File: src/hw/rtl/rtp_header_parser_macros.svh
// Assertion macros shared by the RTP header parser modules.
// Expects clk and rst_n in the scope of each use.
`ifndef RTP_HEADER_PARSER_MACROS_SVH
`define RTP_HEADER_PARSER_MACROS_SVH

// Checked on every clock edge once reset is released.
`define RHP_ASSERT(lbl, prop, msg) \
    lbl: assert property (@(posedge clk) disable iff (!rst_n) prop) else $error(msg);

// Checked on every clock edge, reset included.
`define RHP_ASSERT_ALWAYS(lbl, prop, msg) \
    lbl: assert property (@(posedge clk) prop) else $error(msg);

`endif

File: src/hw/rtl/rhp_pkg.sv
// Types and constants for the RTP header parser.
// No dependencies; used by rhp_track, rhp_check and rtp_header_parser.
package rhp_pkg;

    localparam int RHP_BYTE_W         = 8;
    localparam int RHP_LEN_W          = 12;
    localparam int RHP_EXT_W          = 16;
    // header length: 12 + 4*15 + 4 + 4*65535 fits in 19 bits
    localparam int RHP_HDR_W          = 19;
    localparam int RHP_FIXED_HDR_BYTES = 12;
    localparam int RHP_EXT_HDR_BYTES   = 4;
    localparam int RHP_CC_W           = 4;

    localparam int RHP_MARKER_BIT     = 7;
    localparam int RHP_PAD_BIT        = 5;
    localparam int RHP_EXT_BIT        = 4;
    localparam logic [1:0] RHP_VERSION = 2'd2;

    typedef enum logic [3:0] {
        ST_OK          = 4'd0,
        ST_SHORT       = 4'd1,
        ST_VERSION     = 4'd2,
        ST_CSRC_CUT    = 4'd3,
        ST_EXT_HDR_CUT = 4'd4,
        ST_EXT_CUT     = 4'd5,
        ST_PADDING     = 4'd6,
        ST_EMPTY       = 4'd7,
        ST_TOO_LONG    = 4'd8
    } status_t;

    typedef struct packed {
        logic [RHP_BYTE_W-1:0] data_byte;
        logic                  last;
    } pkt_word_t;

    typedef struct packed {
        status_t              status;
        logic [RHP_LEN_W-1:0] payload_offset;
        logic [RHP_LEN_W-1:0] payload_len;
        logic                 marker;
    } res_word_t;

    // per-packet header state handed from tracker to checker
    typedef struct packed {
        logic [RHP_BYTE_W-1:0] first_byte;
        logic                  marker;
        logic [RHP_EXT_W-1:0]  ext_words;
        logic                  overflowed;
        logic [RHP_BYTE_W-1:0] pad_count;
    } snap_t;

endpackage

File: src/hw/rtl/rhp_track.sv
// Byte tracker: counts packet bytes, captures header fields, snapshots them on the last byte.
// Depends on rhp_pkg and rtp_header_parser_macros.svh.
`include "rtp_header_parser_macros.svh"

module rhp_track #(
    parameter int MAX_PACKET_BYTES = 2048,
    parameter int CW = $clog2(MAX_PACKET_BYTES + 1)
) (
    input  logic               clk,
    input  logic               rst_n,
    input  logic               pkt_valid,
    output logic               pkt_ready,
    input  rhp_pkg::pkt_word_t pkt,
    output logic               snap_valid,
    input  logic               snap_ready,
    output rhp_pkg::snap_t     snap,
    output logic [CW-1:0]      snap_size
);

    localparam int HSW  = 7;
    localparam int CMPW = (CW > HSW) ? CW : HSW;
    localparam logic [CW-1:0] MAX_CNT = CW'(MAX_PACKET_BYTES);

    logic [CW-1:0]                   byte_count_reg, byte_count_next;
    logic [rhp_pkg::RHP_BYTE_W-1:0]  first_byte_reg, first_byte_next;
    logic                            marker_reg, marker_next;
    logic [rhp_pkg::RHP_EXT_W-1:0]   ext_words_reg, ext_words_next;
    logic                            overflowed_reg, overflowed_next;
    logic                            snap_valid_reg;
    rhp_pkg::snap_t                  snap_reg;
    logic [CW-1:0]                   snap_size_reg;

    logic            accept;
    logic            in_range;
    logic [HSW-1:0]  hs;
    logic [CMPW-1:0] pos_x;
    logic [CMPW-1:0] ext_hi_pos;
    logic [CMPW-1:0] ext_lo_pos;

    assign pkt_ready = !snap_valid_reg || snap_ready;
    assign accept    = pkt_valid && pkt_ready;
    assign in_range  = byte_count_reg < MAX_CNT;

    assign hs = HSW'(rhp_pkg::RHP_FIXED_HDR_BYTES)
              + {1'b0, first_byte_reg[rhp_pkg::RHP_CC_W-1:0], 2'b00};
    assign pos_x      = CMPW'(byte_count_reg);
    assign ext_hi_pos = CMPW'(hs) + CMPW'(2);
    assign ext_lo_pos = CMPW'(hs) + CMPW'(3);

    always_comb
    begin
        byte_count_next = byte_count_reg;
        first_byte_next = first_byte_reg;
        marker_next     = marker_reg;
        ext_words_next  = ext_words_reg;
        overflowed_next = overflowed_reg;
        if (!in_range)
        begin
            overflowed_next = 1'b1;
        end
        else
        begin
            if (byte_count_reg == CW'(0))
            begin
                first_byte_next = pkt.data_byte;
            end
            if (byte_count_reg == CW'(1))
            begin
                marker_next = pkt.data_byte[rhp_pkg::RHP_MARKER_BIT];
            end
            if (byte_count_reg >= CW'(2))
            begin
                if (pos_x == ext_hi_pos)
                begin
                    ext_words_next = {pkt.data_byte, ext_words_reg[7:0]};
                end
                else if (pos_x == ext_lo_pos)
                begin
                    ext_words_next = {ext_words_reg[15:8], pkt.data_byte};
                end
            end
            byte_count_next = byte_count_reg + CW'(1);
        end
    end

    always_ff @(posedge clk or negedge rst_n)
    begin
        if (!rst_n)
        begin
            byte_count_reg <= '0;
            first_byte_reg <= '0;
            marker_reg     <= 1'b0;
            ext_words_reg  <= '0;
            overflowed_reg <= 1'b0;
            snap_valid_reg <= 1'b0;
        end
        else
        begin
            if (accept && pkt.last)
            begin
                byte_count_reg <= '0;
                first_byte_reg <= '0;
                marker_reg     <= 1'b0;
                ext_words_reg  <= '0;
                overflowed_reg <= 1'b0;
                snap_valid_reg <= 1'b1;
            end
            else
            begin
                if (accept)
                begin
                    byte_count_reg <= byte_count_next;
                    first_byte_reg <= first_byte_next;
                    marker_reg     <= marker_next;
                    ext_words_reg  <= ext_words_next;
                    overflowed_reg <= overflowed_next;
                end
                if (snap_ready)
                begin
                    snap_valid_reg <= 1'b0;
                end
            end
        end
    end

    always_ff @(posedge clk)
    begin
        if (accept && pkt.last)
        begin
            snap_reg.first_byte <= first_byte_next;
            snap_reg.marker     <= marker_next;
            snap_reg.ext_words  <= ext_words_next;
            snap_reg.overflowed <= overflowed_next;
            snap_reg.pad_count  <= pkt.data_byte;
            snap_size_reg       <= byte_count_next;
        end
    end

    assign snap_valid = snap_valid_reg;
    assign snap       = snap_reg;
    assign snap_size  = snap_size_reg;

    `RHP_ASSERT_ALWAYS(a_reset_idle, !rst_n |=> !snap_valid_reg, "snapshot valid out of reset")
    `RHP_ASSERT(a_count_bound, byte_count_reg <= MAX_CNT, "byte count past bound")
    `RHP_ASSERT(a_ovf_saturated, overflowed_reg |-> byte_count_reg == MAX_CNT,
                "overflow without saturated count")
    `RHP_ASSERT(a_clear_after_last, accept && pkt.last |=> byte_count_reg == '0 && !overflowed_reg,
                "packet state not cleared after last word")

endmodule

File: src/hw/rtl/rhp_check.sv
// Header checker: derives status, payload offset and length from a packet snapshot,
// into the result register.
// Depends on rhp_pkg and rtp_header_parser_macros.svh.
`include "rtp_header_parser_macros.svh"

module rhp_check #(
    parameter int MAX_PACKET_BYTES = 2048,
    parameter int CW = $clog2(MAX_PACKET_BYTES + 1)
) (
    input  logic               clk,
    input  logic               rst_n,
    input  logic               snap_valid,
    output logic               snap_ready,
    input  rhp_pkg::snap_t     snap,
    input  logic [CW-1:0]      snap_size,
    output logic               res_valid,
    input  logic               res_ready,
    output rhp_pkg::res_word_t res
);

    localparam int HW = rhp_pkg::RHP_HDR_W;

    logic               res_valid_reg;
    rhp_pkg::res_word_t res_reg, res_next;

    logic [HW-1:0] size_w;
    logic [HW-1:0] hs_base;
    logic [HW-1:0] hs_hdr;
    logic [HW-1:0] hs_ext;
    logic [HW-1:0] hs_full;
    logic [HW:0]   payload_diff;
    logic [HW:0]   net_diff;
    logic [HW-1:0] payload_net;
    logic          ext_flag;
    logic          pad_flag;
    rhp_pkg::status_t status;

    assign snap_ready = !res_valid_reg || res_ready;

    assign ext_flag = snap.first_byte[rhp_pkg::RHP_EXT_BIT];
    assign pad_flag = snap.first_byte[rhp_pkg::RHP_PAD_BIT];
    assign size_w   = HW'(snap_size);
    assign hs_base  = HW'(rhp_pkg::RHP_FIXED_HDR_BYTES)
                    + HW'({snap.first_byte[rhp_pkg::RHP_CC_W-1:0], 2'b00});
    assign hs_hdr   = hs_base + HW'(rhp_pkg::RHP_EXT_HDR_BYTES);
    assign hs_ext   = hs_hdr + HW'({snap.ext_words, 2'b00});
    assign hs_full  = ext_flag ? hs_ext : hs_base;

    // top bit of each difference is the borrow
    assign payload_diff = {1'b0, size_w} - {1'b0, hs_full};
    assign net_diff     = {1'b0, payload_diff[HW-1:0]} - (HW+1)'(snap.pad_count);
    assign payload_net  = pad_flag ? net_diff[HW-1:0] : payload_diff[HW-1:0];

    always_comb
    begin
        priority if (snap.overflowed)
        begin
            status = rhp_pkg::ST_TOO_LONG;
        end
        else if (size_w < HW'(rhp_pkg::RHP_FIXED_HDR_BYTES))
        begin
            status = rhp_pkg::ST_SHORT;
        end
        else if (snap.first_byte[7:6] != rhp_pkg::RHP_VERSION)
        begin
            status = rhp_pkg::ST_VERSION;
        end
        else if (size_w < hs_base)
        begin
            status = rhp_pkg::ST_CSRC_CUT;
        end
        else if (ext_flag && size_w < hs_hdr)
        begin
            status = rhp_pkg::ST_EXT_HDR_CUT;
        end
        else if (payload_diff[HW])
        begin
            status = rhp_pkg::ST_EXT_CUT;
        end
        else if (pad_flag && (snap.pad_count == '0 || net_diff[HW]))
        begin
            status = rhp_pkg::ST_PADDING;
        end
        else if (payload_net == '0)
        begin
            status = rhp_pkg::ST_EMPTY;
        end
        else
        begin
            status = rhp_pkg::ST_OK;
        end
    end

    always_comb
    begin
        res_next.status         = status;
        res_next.payload_offset = '0;
        res_next.payload_len    = '0;
        res_next.marker         = snap.marker;
        if (status == rhp_pkg::ST_OK)
        begin
            res_next.payload_offset = hs_full[rhp_pkg::RHP_LEN_W-1:0];
            res_next.payload_len    = payload_net[rhp_pkg::RHP_LEN_W-1:0];
        end
    end

    always_ff @(posedge clk or negedge rst_n)
    begin
        if (!rst_n)
        begin
            res_valid_reg <= 1'b0;
        end
        else if (snap_ready)
        begin
            res_valid_reg <= snap_valid;
        end
    end

    always_ff @(posedge clk)
    begin
        if (snap_valid && snap_ready)
        begin
            res_reg <= res_next;
        end
    end

    assign res_valid = res_valid_reg;
    assign res       = res_reg;

    `RHP_ASSERT(a_err_zero_fields,
                res_valid_reg && res_reg.status != rhp_pkg::ST_OK |->
                res_reg.payload_offset == '0 && res_reg.payload_len == '0,
                "error word carries payload fields")
    `RHP_ASSERT(a_ok_offset_min,
                res_valid_reg && res_reg.status == rhp_pkg::ST_OK |->
                res_reg.payload_offset >= rhp_pkg::RHP_LEN_W'(rhp_pkg::RHP_FIXED_HDR_BYTES)
                || MAX_PACKET_BYTES > 4095,
                "ok word with offset inside fixed header")
    `RHP_ASSERT(a_snap_to_result, snap_valid && snap_ready |=> res_valid_reg,
                "taken snapshot did not reach result register")

endmodule

File: src/hw/rtl/rtp_header_parser.sv
// RTP header parser top level: byte tracker followed by header checker.
// Depends on rhp_pkg, rhp_track, rhp_check.
//
// Usage:
//   pkt channel (pkt_valid/pkt_ready/pkt): one packet byte per word, pkt.last
//   set on the final byte. res channel (res_valid/res_ready/res): one word per
//   packet with status, payload_offset, payload_len and marker.
//   Throughput: one byte word per cycle while res_ready is high, packets back to back with no gap.
//   Result path: the edge that takes the last byte loads the snapshot
//   register; the checker logic then loads the result word into the result
//   register, where it is valid.
//   Stall: when res_ready is low, the result register holds; the snapshot
//   register takes one more packet end, after which pkt_ready drops for every
//   byte, last or not, until the result word is taken.
//   Reset: rst_n clears the byte count, header capture and both valid flags;
//   the block takes words in the first cycle after reset.
//   Packets longer than MAX_PACKET_BYTES report too long; offset and length are
//   12-bit fields.
module rtp_header_parser #(
    parameter int MAX_PACKET_BYTES = 2048
) (
    input  logic               clk,
    input  logic               rst_n,
    input  logic               pkt_valid,
    output logic               pkt_ready,
    input  rhp_pkg::pkt_word_t pkt,
    output logic               res_valid,
    input  logic               res_ready,
    output rhp_pkg::res_word_t res
);

    localparam int CW = $clog2(MAX_PACKET_BYTES + 1);

    logic           snap_valid;
    logic           snap_ready;
    rhp_pkg::snap_t snap;
    logic [CW-1:0]  snap_size;

    rhp_track #(
        .MAX_PACKET_BYTES (MAX_PACKET_BYTES),
        .CW               (CW)
    ) u_track (
        .clk        (clk),
        .rst_n      (rst_n),
        .pkt_valid  (pkt_valid),
        .pkt_ready  (pkt_ready),
        .pkt        (pkt),
        .snap_valid (snap_valid),
        .snap_ready (snap_ready),
        .snap       (snap),
        .snap_size  (snap_size)
    );

    rhp_check #(
        .MAX_PACKET_BYTES (MAX_PACKET_BYTES),
        .CW               (CW)
    ) u_check (
        .clk        (clk),
        .rst_n      (rst_n),
        .snap_valid (snap_valid),
        .snap_ready (snap_ready),
        .snap       (snap),
        .snap_size  (snap_size),
        .res_valid  (res_valid),
        .res_ready  (res_ready),
        .res        (res)
    );

endmodule
File: config.mk
export PLATFORM = sky130hd
export DESIGN_NAME = rtp_header_parser
export DESIGN_NICKNAME = d
export VERILOG_FILES = /design/src/hw/rtl/rhp_pkg.sv /design/src/hw/rtl/rhp_track.sv /design/src/hw/rtl/rhp_check.sv /design/src/hw/rtl/rtp_header_parser.sv
export VERILOG_INCLUDE_DIRS = /design/src /design/src/hw/rtl
export SDC_FILE = /design/constraint.sdc
export NUM_CORES = 1
export LEC_CHECK = 0
export BUFFER_PORTS_ARGS = -buffer_cell sky130_fd_sc_hd__buf_2
export CORE_ASPECT_RATIO = 1.25
export CORE_MARGIN = 4
export CORE_UTILIZATION = 62
export DETAILED_ROUTE_END_ITERATION = 8
export PLACE_DENSITY = 0.81
export SLEW_MARGIN = 30
export SYNTH_ARGS = -nofsm -noshare
export SYNTH_HDL_FRONTEND = slang
export SYNTH_SLANG_ARGS = --single-unit
File: constraint.sdc
create_clock -name clk -period 6.1 [get_ports clk]
set_clock_uncertainty 0.05 [all_clocks]
set_input_delay 0.61 -clock clk [delete_from_list [all_inputs] [get_ports clk]]
set_output_delay 0.61 -clock clk [all_outputs]
set_load 0.05 [all_outputs]
Word level (Yosys, flattened, before mapping)
Cells that the tools add are included.

Bits in writable memories: 0. Register bits: 115. Memories: 0. Bits in latches: 0. Word-level logic and storage cells: 83. ROM bits: 0. Output and inout bits: 31. Input bits: 13.

Reductions and logical operators: 16. Multipliers: 0. Add/sub/neg operators: 9. Divide/modulo/power cells: 0. Multiplexer cells: 32. $lt $le $gt $ge: 5. Equal/unequal tests: 4. Bitwise logic cells: 0. Shift operators: 0.

Operator list (count): 16-bit two-way mux (5); 8-bit two-way mux (5); 12-bit by 19-bit less-than comparator with 1-bit output (2); 19-bit two-way mux (2); 12-bit two-way mux (3); 4-bit two-way mux (7); 12-bit == test (2); 12-bit by 19-bit subtractor with 20-bit output (1); 19-bit by 8-bit subtractor with 20-bit output (1); 19-bit by 18-bit adder with 19-bit output (1); 19-bit by 3-bit adder with 19-bit output, second input constant (1); 19-bit logical NOT (1); 7-bit by 2-bit adder with 8-bit output, second input constant (2); 4-bit by 6-bit adder with 7-bit output, first input constant (2); 12-bit by 1-bit adder with 12-bit output, second input constant (1); 12-bit by 1-bit == test with 1-bit output, second input constant (1); 12-bit by 2-bit greater-or-equal comparator with 1-bit output, second input constant (1); 12-bit logical NOT (1); 12-bit less-than comparator, second input constant (1); 12-bit by 4-bit less-than comparator with 1-bit output, second input constant (1); 1-bit two-way mux (9); 8-bit logical NOT (1); 1-bit logical AND (5); 4-bit logical NOT (1); other kinds (5) (9).

Logic depth before layout (Yosys ltp)
Gate-level depths: netlist (run 1).

Word-level depth: 17. Gate-level depth with buffers: 25. Gate-level depth less buffers: 24.

Hierarchy
A second synthesis (run 1) with hierarchy kept.

Cell total of the unflattened synthesis: 730. Area total of the unflattened synthesis: 7477.2 um^2.

By module, submodules not included: rhp_track (cells each 312, times used 1, area each 3940.0 um^2, seq. area each 2357.3 um^2); rhp_check (cells each 418, times used 1, area each 3537.1 um^2, seq. area each 835.8 um^2).

Worst setup path before layout (run 1)
No wires, ideal clock.

Kind: reg2reg. Start: register u_track.snap_reg (netlist bit u_track.snap[26]). End: register u_check.res_reg (netlist bit u_check.res[21]), data pin. Period minus slack after synthesis: 5.189 ns. Arrival time: 4.871 ns. Setup slack: 0.911 ns. Cell stages (with the launch flop): 25. Data required time: 5.783 ns. Library setup time: 0.267 ns. Buffers on the path: 1. Cell sequence: edfxtp_1 inv_1 ha_1 xor2_1 inv_1 fa_1 and2b_1 o21a_1 nor2_1 xnor2_1 a21oi_1 ha_1 a21o_1 nor2_1 xnor2_1 ha_1 o21a_1 o31ai_1 o21bai_1 or3_1 nor2_1 xnor3_1 nor4b_4 buf_6 nor4_1.

Longest elaborated chain between the ends: 17. Elaborated cells between the ends (all ways): 22. Classes of those cells: add/sub (5); order compare (2); mux (10); reduce/logical (5).

Ends and longest elaborated chain: from (decl) (RTL line rhp_track.sv:30) `rhp_pkg::snap_t snap_reg;`; 4-bit by 6-bit adder with 7-bit output * (RTL line rhp_check.sv:44) `+ HW'({snap.first_byte[rhp_pkg::RHP_CC_W-1:0], 2'b00});`; 19-bit by 3-bit adder with 19-bit output (RTL line rhp_check.sv:45) `assign hs_hdr = hs_base + HW'(rhp_pkg::RHP_EXT_HDR_BYTES);`; 19-bit by 18-bit adder with 19-bit output (RTL line rhp_check.sv:46) `assign hs_ext = hs_hdr + HW'({snap.ext_words, 2'b00});`; 19-bit two-way mux (RTL line rhp_check.sv:47) `assign hs_full = ext_flag ? hs_ext : hs_base;`; 12-bit by 19-bit subtractor with 20-bit output (RTL line rhp_check.sv:50) `assign payload_diff = {1'b0, size_w} - {1'b0, hs_full};`; 19-bit by 8-bit subtractor with 20-bit output (RTL line rhp_check.sv:51) `assign net_diff = {1'b0, payload_diff[HW-1:0]} - (HW+1)'(snap.pad_count);`; 19-bit two-way mux (RTL line rhp_check.sv:52) `assign payload_net = pad_flag ? net_diff[HW-1:0] : payload_diff[HW-1:0];`; 19-bit logical NOT (RTL line rhp_check.sv:84) `else if (payload_net == '0)`; 3-bit two-way mux (RTL line rhp_check.sv:84); 4-bit two-way mux (RTL line rhp_check.sv:80) `else if (pad_flag && (snap.pad_count == '0 || net_diff[HW]))`; 4-bit two-way mux (RTL line rhp_check.sv:76) `else if (payload_diff[HW])`; 4-bit two-way mux (RTL line rhp_check.sv:72) `else if (ext_flag && size_w < hs_hdr)`; 4-bit two-way mux (RTL line rhp_check.sv:68) `else if (size_w < hs_base)`; 4-bit two-way mux (RTL line rhp_check.sv:64) `else if (snap.first_byte[7:6] != rhp_pkg::RHP_VERSION)`; 4-bit two-way mux (RTL line rhp_check.sv:60) `else if (size_w < HW'(rhp_pkg::RHP_FIXED_HDR_BYTES))`; 4-bit two-way mux (RTL line rhp_check.sv:56) `priority if (snap.overflowed)`; 4-bit logical NOT (RTL line rhp_check.sv:100) `if (status == rhp_pkg::ST_OK)`; to (signal assigned) (RTL line rhp_check.sv:123) `res_reg <= res_next;`; to (decl) (RTL line rhp_check.sv:24) `rhp_pkg::res_word_t res_reg, res_next;`.

Mark *: on every way between the ends. The rest lies on a longest branch, timed or not. A chain may end at the register's enable or synchronous reset.

Worst setup path after layout (run 1)
Start: register u_track.snap_reg (netlist bit u_track.snap[26]). End: register u_check.res_reg (netlist bit u_check.res[16]), data pin.

The elaborated chain is that of the path after synthesis.

==> results.cfg, run 1 <==
[worst_setup_path]
critPathLaunchType = flip-flop
critical_path_class = reg -> reg
cp.required_ns = 6.17
worst-path-max-fanout = 13
cpMaxStageDelayCell = fa_1
cp_slowest_stage_delay_ns = 0.43
path_cells = inv_1, ha_1, xor2_1, inv_1, fa_1, and2b_1, o21a_1, nor2_1, xnor2_1, a21oi_2, ha_4, a21o_1, nor2_1, xnor2_1, ha_1, o21a_1, o31ai_1, o21bai_1, or3_1, nor2_1, xnor3_1, nor4b_4, buf_4, nor4_1
arrival_ns = 5.78
ff2ff_path_depth = 24
worstSetupEndpointType = flip-flop
crit_path_frequent_cell = nor2_1

[synthesis]
yosysSeqAreaShare = 0.454
async_reset_ff_frac = 0.354
netlist_area_mm2 = 0.00703
synth_compound_area_frac = 0.171
yosysTopAreaCellShare = 0.312
yosys_warnings = 0
synthTopCellsByArea = edfxtp_1 (31%), dfrtp_1 (14%), ha_1 (7.3%)
synth_adder_area_share = 0.0815
yosys.area_share.xor_xnor = 0.0505
syn_area_per_cell_um2 = 10.8
synthFlopType = edfxtp_1
synth_mux_area_frac = 0.0509
synth-simple-area-share = 0.150
ys_seq_elements = 113
yosysUniqueCellTypes = 76
yosysTopAreaCell = edfxtp_1
synth-edff-count = 73
synthCells = 651
synth_top_family_by_area = compound AO/OA/AOI/OAI gates

[placement]
dp_slack_ns = 0.249
routabilityCongestion = 0.927
hpwl_um = 12400
port_buffers = 41

[detailed_routing]
route.detailed.drc = 0
dr.first_iter.drc_count = 344
wirelength_um = 17100
vias_per_cell = 6.60
dr_total_vias = 5506
ant_nets = 0
dr.pass1.iters = 5
detail_route.wl_per_cell_um = 20.5

[pwr]
power_frac_clock = 0.377
powerDensity_mw_per_mm2 = 317
swShare = 0.315
p_switching_uw = 789
vdd_drop_max_uv = 258
seqPwrFrac = 0.362
p_leak_nw = 3.37
combPwrFrac = 0.261
p_int_mw = 1.72

[clock_tree]
postCtsHoldBufs = 0
htreeDepth = 4
root_buffer = clkbuf_16
cts_buffers = 17
cts_sinks = 113
clk_latency_ns = 0.42
cts_tree = done
path_clk_slew_ns = 0.06
cts_max_path_buffers = 2

[timing]
worst_pin_slew_ns = 0.764
setup_ws_ns = 0.390
final.setup.tns_ns = 0
rsz0062_at_grt = false
min_period_over_period = 0.936
maxSlewHeadroom = 0.489
setup_violations = 0
min_period_ns = 5.71
final_max_slew_viol_count = 0
fmax_mhz = 175
hold_violations = 0

[global_routing]
grt_remaining_overflow = 0
grt_pass1_wl_um = 27300
grt_max_degree = 47
antenna_found_initial = 0
grt_pass1_vias = 5320
grt.total_usage = 0.272

[floorplan]
ioPinCount = 44
die_h_um = 127
die_w_um = 103
core_mm2 = 0.0111
rows = 43
initial_utilization = 0.635
die_area_mm2 = 0.0131

[outcome]
status = finished, final reports clean

[min_path]
hold_path_class = in -> async

[finish]
area_growth_pct = 12.3
diodes = 0
drive_gt1_frac = 0.177
final_nets = 744
largest_register_ff_count = 34
post-route-util = 0.712
n_fill_cell = 770

[run]
drv_cap = 0
critical path: cells and delay by family, from the launching register on:
kind | cells | cell delay (ns)
AND/OR/NAND/NOR | 7 | 1.38
AO/OA/AOI/OAI | 6 | 1.03
XOR/XNOR | 4 | 0.81
flip-flops | 1 | 0.41
adder cells (fa/ha/maj) | 4 | 1.35
buffers and inverters | 3 | 0.38
through the flow:
stage | cell area [µm²] | std cells | hold slack, ns | power [mW]
final | 7900 | 834 | 0.127 | 2.51
after CTS | 7870 | 833 | 0.306 | 2.50
after global placement | 7310 | 802 | 0.368 | 1.53
after global routing | 7900 | 834 | 0.159 | 2.61
after detailed placement | 7310 | 802 | 0.382 | 1.55
after floorplan | 7040 | 652 | 0.264 | 1.40
cell type report:
class | instances | area, µm² | share of cell area
Tap cell | 135 | 169 | 0.0214
Clock inverter | 11 | 120 | 0.0152
Clock buffer | 20 | 437 | 0.0553
Timing Repair Buffer | 47 | 253 | 0.0320
Multi-Input combinational cell | 467 | 3570 | 0.452
Sequential cell | 113 | 3190 | 0.404
Inverter | 41 | 154 | 0.0195
Yosys cell counts (20+ instances only):
library cell,count
edfxtp_1,73
nand2_1,42
ha_1,41
dfrtp_1,40
inv_1,40
a22o_1,30
o21ai_0,30
nor2_1,29
mux2_2,27
clkbuf_1,24
nor4_1,20
xnor2_1,20
power by group through the flow:
stage	clock network, mW	logic (mW)	registers [mW]
4_1_cts	0.951	0.641	0.905
5_1_grt	0.985	0.720	0.910
3_5_place_dp	0	0.633	0.919
3_3_place_gp	0	0.618	0.916
6_report	0.946	0.654	0.906
2_1_floorplan	0	0.461	0.941
metal layers:
metal  track usage  up-vias  routed length (µm)
met4         0.152        0                 873
met3        0.0530       59                1020
met1         0.337     2677                6780
met5             0        -                   0
met2         0.441      233                8420
li1              -     2537                   -
layout by cell type (no fill, tap or decap), types with 8 or more instances in the layout:
cell,instances
mux2_2,27
ha_1,40
o21ai_0,30
nand3_1,17
xor2_1,18
nor4_1,20
edfxtp_1,73
buf_2,40
a22o_1,30
clkbuf_16,17
nand4_1,8
inv_1,40
nor3_1,10
dfrtp_1,40
nor2_1,28
xnor2_1,20
a21oi_1,17
nor2b_1,8
o31ai_1,8
a21o_1,12
nand2b_1,9
nand2_1,42
repair_timing:
action	in CTS	in global routing
endpoints found under the setup margin	0	13
setup buffers	0	1
resized for setup	0	3
kinds of logic (layout without fill, tap and decap cells):
kind of cell	after synthesis	count (layout)
xor+xnor	39	39
mux	32	32
flops	113	113
other cells	1	2
simple gates	189	189
buf+inv	72	119
compound gates	161	161
fa+ha+maj	44	44
final timing paths:
check                                            end        startpoint  slack (ns)
setup reg to reg                     u_check.res[16]  u_track.snap[26]        0.39
setup / recovery                     u_check.res[16]  u_track.snap[26]        0.39
hold / removal              u_track.ext_words_reg[6]             rst_n        0.13
max in group asynchronous  u_track.first_byte_reg[5]             rst_n        5.50
min in group clk                      u_check.res[0]  u_track.snap[25]        0.40
hold reg to reg                       u_check.res[0]  u_track.snap[25]        0.40
Note: power is estimated with default switching activity, not from simulation.
==> run 2: changes to the inputs <==
--- a/config.mk
+++ b/config.mk
@@ -9,10 +9,11 @@
 export BUFFER_PORTS_ARGS = -buffer_cell sky130_fd_sc_hd__buf_2
 export CORE_ASPECT_RATIO = 1.25
 export CORE_MARGIN = 4
-export CORE_UTILIZATION = 62
+export CORE_UTILIZATION = 67
 export DETAILED_ROUTE_END_ITERATION = 8
-export PLACE_DENSITY = 0.81
+export PLACE_DENSITY = 0.87
 export SLEW_MARGIN = 30
 export SYNTH_ARGS = -nofsm -noshare
 export SYNTH_HDL_FRONTEND = slang
+export SYNTH_HIERARCHICAL = 1
 export SYNTH_SLANG_ARGS = --single-unit
==> constraint.sdc (replaced) <==
create_clock -name clk -period 6.68 [get_ports clk]
set_clock_uncertainty 0.05 [all_clocks]
set_input_delay 0.668 -clock clk [delete_from_list [all_inputs] [get_ports clk]]
set_output_delay 0.668 -clock clk [all_outputs]
set_load 0.05 [all_outputs]
==> results.cfg, run 2 <==
[synthesis]
yosysUniqueCellTypes = 85
synth_mux_area_frac = 0.0467
synth_common_cells = edfxtp_1 (73), nand2_1 (64), nor2_1 (50)
synthCells = 730
synth_adder_area_share = 0.0750
yosysSeqAreaShare = 0.427
synthFlopType = edfxtp_1
syn_area_per_cell_um2 = 10.2
yosys.area_share.xor_xnor = 0.0504
ys_seq_elements = 113
synth_top_family_by_area = compound AO/OA/AOI/OAI gates
async_reset_ff_frac = 0.354
yosys_warnings = 6
yosysTopAreaCell = edfxtp_1
synth-edff-count = 73
synth-simple-area-share = 0.173
netlist_area_mm2 = 0.00748
yosysTopAreaCellShare = 0.293
synth_most_common_cell = edfxtp_1
synthTopCellsByArea = edfxtp_1 (29%), dfrtp_1 (13%), ha_1 (6.7%)
synth_compound_area_frac = 0.187

[finish]
stdcell_count = 912
final_cell_area_mm2 = 0.00833
final_common_cell = edfxtp_1
final_nets = 823
multiInputGateArea_mm2 = 0.00400
drive_gt1_frac = 0.159
n_fill_cell = 668
layout_common_cells = edfxtp_1 (73), nand2_1 (64), nor2_1 (50)
area_growth_pct = 11.4
largest_register_ff_count = 34
post-route-util = 0.773
regArea_mm2 = 0.00319
diodes = 0

[floorplan]
die_w_um = 102
die_h_um = 126
initial_utilization = 0.694
ioPinCount = 44
die_area_mm2 = 0.0129
rows = 42
core_mm2 = 0.0108

[timing]
final_max_slew_viol_count = 0
min_period_over_period = 0.939
fmax_mhz = 159
rsz0062_at_grt = false
min_period_ns = 6.27
maxSlewHeadroom = 0.402
worst_pin_slew_ns = 0.895
setup_violations = 0
hold_violations = 0
final.setup.tns_ns = 0

[global_routing]
grt_pass1_wl_um = 32700
grt.total_usage = 0.329
grt_pass1_vias = 6281
antenna_found_initial = 1
grt_max_degree = 46
grt_remaining_overflow = 0

[worst_setup_path]
arrival_ns = 6.37
worstSetupEndpointType = flip-flop
cp.required_ns = 6.78
worst-path-max-fanout = 19
critPathLaunchType = flip-flop
critical_path_class = reg -> reg
ff2ff_path_depth = 21

[detailed_routing]
vias_per_cell = 6.90
dr.pass1.iters = 5
dr.first_iter.drc_count = 547
top_layer_used = met5
m1WireLength_um = 7400
dr_total_vias = 6297
met2_length_um = 9910
ant_nets = 0
route.detailed.drc = 0
met3_length_um = 1580
wirelength_um = 20200
detail_route.wl_per_cell_um = 22.1

[clock_tree]
clk_latency_ns = 0.41
cts_max_path_buffers = 2
htreeDepth = 4
postCtsHoldBufs = 0
cts_sinks = 113
cts_buffers = 17
cts_tree = done
root_buffer = clkbuf_16
cts_setup_buffers = 0
post_cts_resized = 0
path_clk_slew_ns = 0.06

[placement]
port_buffers = 41
dp_cells = 880
routabilityCongestion = 1.04
dpl_cell_area_mm2 = 0.00774
hpwl_um = 14000

[pwr]
finalPower_mw = 2.75
p_leak_nw = 3.39
powerDensity_mw_per_mm2 = 330
vdd_drop_max_uv = 235

[run]
drv_cap = 0

[min_path]
hold_path_class = in -> async

[outcome]
status = finished, final reports clean
[run 2: cell count changes in the layout (fill, tap and decap cells not counted), sizes merged, moves of 5 or more]
cell / previous run / this run
a211oi: 2 / 11
a21o: 14 / 9
a22o: 30 / 5
a31oi: 7 / 1
nand2: 42 / 66
nand2b: 9 / 17
nand3: 17 / 29
nor2: 29 / 50
nor4: 21 / 8
o211ai: 2 / 39
o21a: 6 / 13
[run 2: kinds of logic (layout without fill, tap and decap cells)]
logic type,count (synthesis),in the layout
muxes,30,30
other,2,4
AOI/OAI and AO/OA,186,186
adders and majority gates,43,43
buffers and inverters,67,115
xor gates and xnor gates,43,43
and+or+nand+nor,246,246
DFF,113,113
[run 2: final timing paths]
path,start,end,slack (ns)
min in group clk,u_track/snap[25],u_check/res[0],0.38
setup reg to reg,u_track/snap[26],u_check/res[19],0.41
setup / recovery,u_track/snap[26],u_check/res[19],0.41
hold reg to reg,u_track/snap[25],u_check/res[0],0.38
max in group asynchronous,rst_n,u_track/ext_words_reg[7],6.03
hold / removal,rst_n,u_track/byte_count_reg[8],0.18
[run 2: critical path, cell delays in order, from the launching register on]
cell	delay, ns
edfxtp_1	0.46
inv_1	0.09
ha_1	0.24
xor2_1	0.19
or3_1	0.34
xor2_1	0.17
ha_1	0.41
xnor2_1	0.17
o21ai_0	0.33
ha_1	0.36
and2_1	0.19
a221oi_2	0.43
nand2_1	0.12
xor2_1	0.31
ha_1	0.33
o221a_1	0.16
nor3_1	0.36
nand3_1	0.24
o41ai_4	0.47
a2111o_1	0.20
buf_4	0.27
nor2_1	0.11
[run 2: area by class of cell]
cell class | instances | area share
multi-input cells | 552 | 0.480
repair buffers | 47 | 0.0303
clock inverters | 12 | 0.0161
flip-flops and latches | 113 | 0.383
clock buffers | 20 | 0.0548
well taps | 132 | 0.0198
inverters | 36 | 0.0162
[run 2: report_power, final]
group          total, mW  internal, mW  switching [mW]
Sequential         0.931         0.849          0.0820
Clock              0.886         0.568           0.318
Combinational      0.929         0.359           0.569
Total               2.75          1.78           0.969
[run 2: metal layers]
metal	vias up	GRT usage
met1	2963	0.391
met4	2	0.203
met3	94	0.0741
met5	-	0
met2	415	0.532
li1	2823	-
[run 2: stage by stage]
step,hold slack (ns),worst slack (ns)
after floorplan,0.322,1.27
after global placement,0.364,0.720
after detailed placement,0.362,0.528
after CTS,0.345,0.517
after global routing,0.199,0.0341
final,0.179,0.407
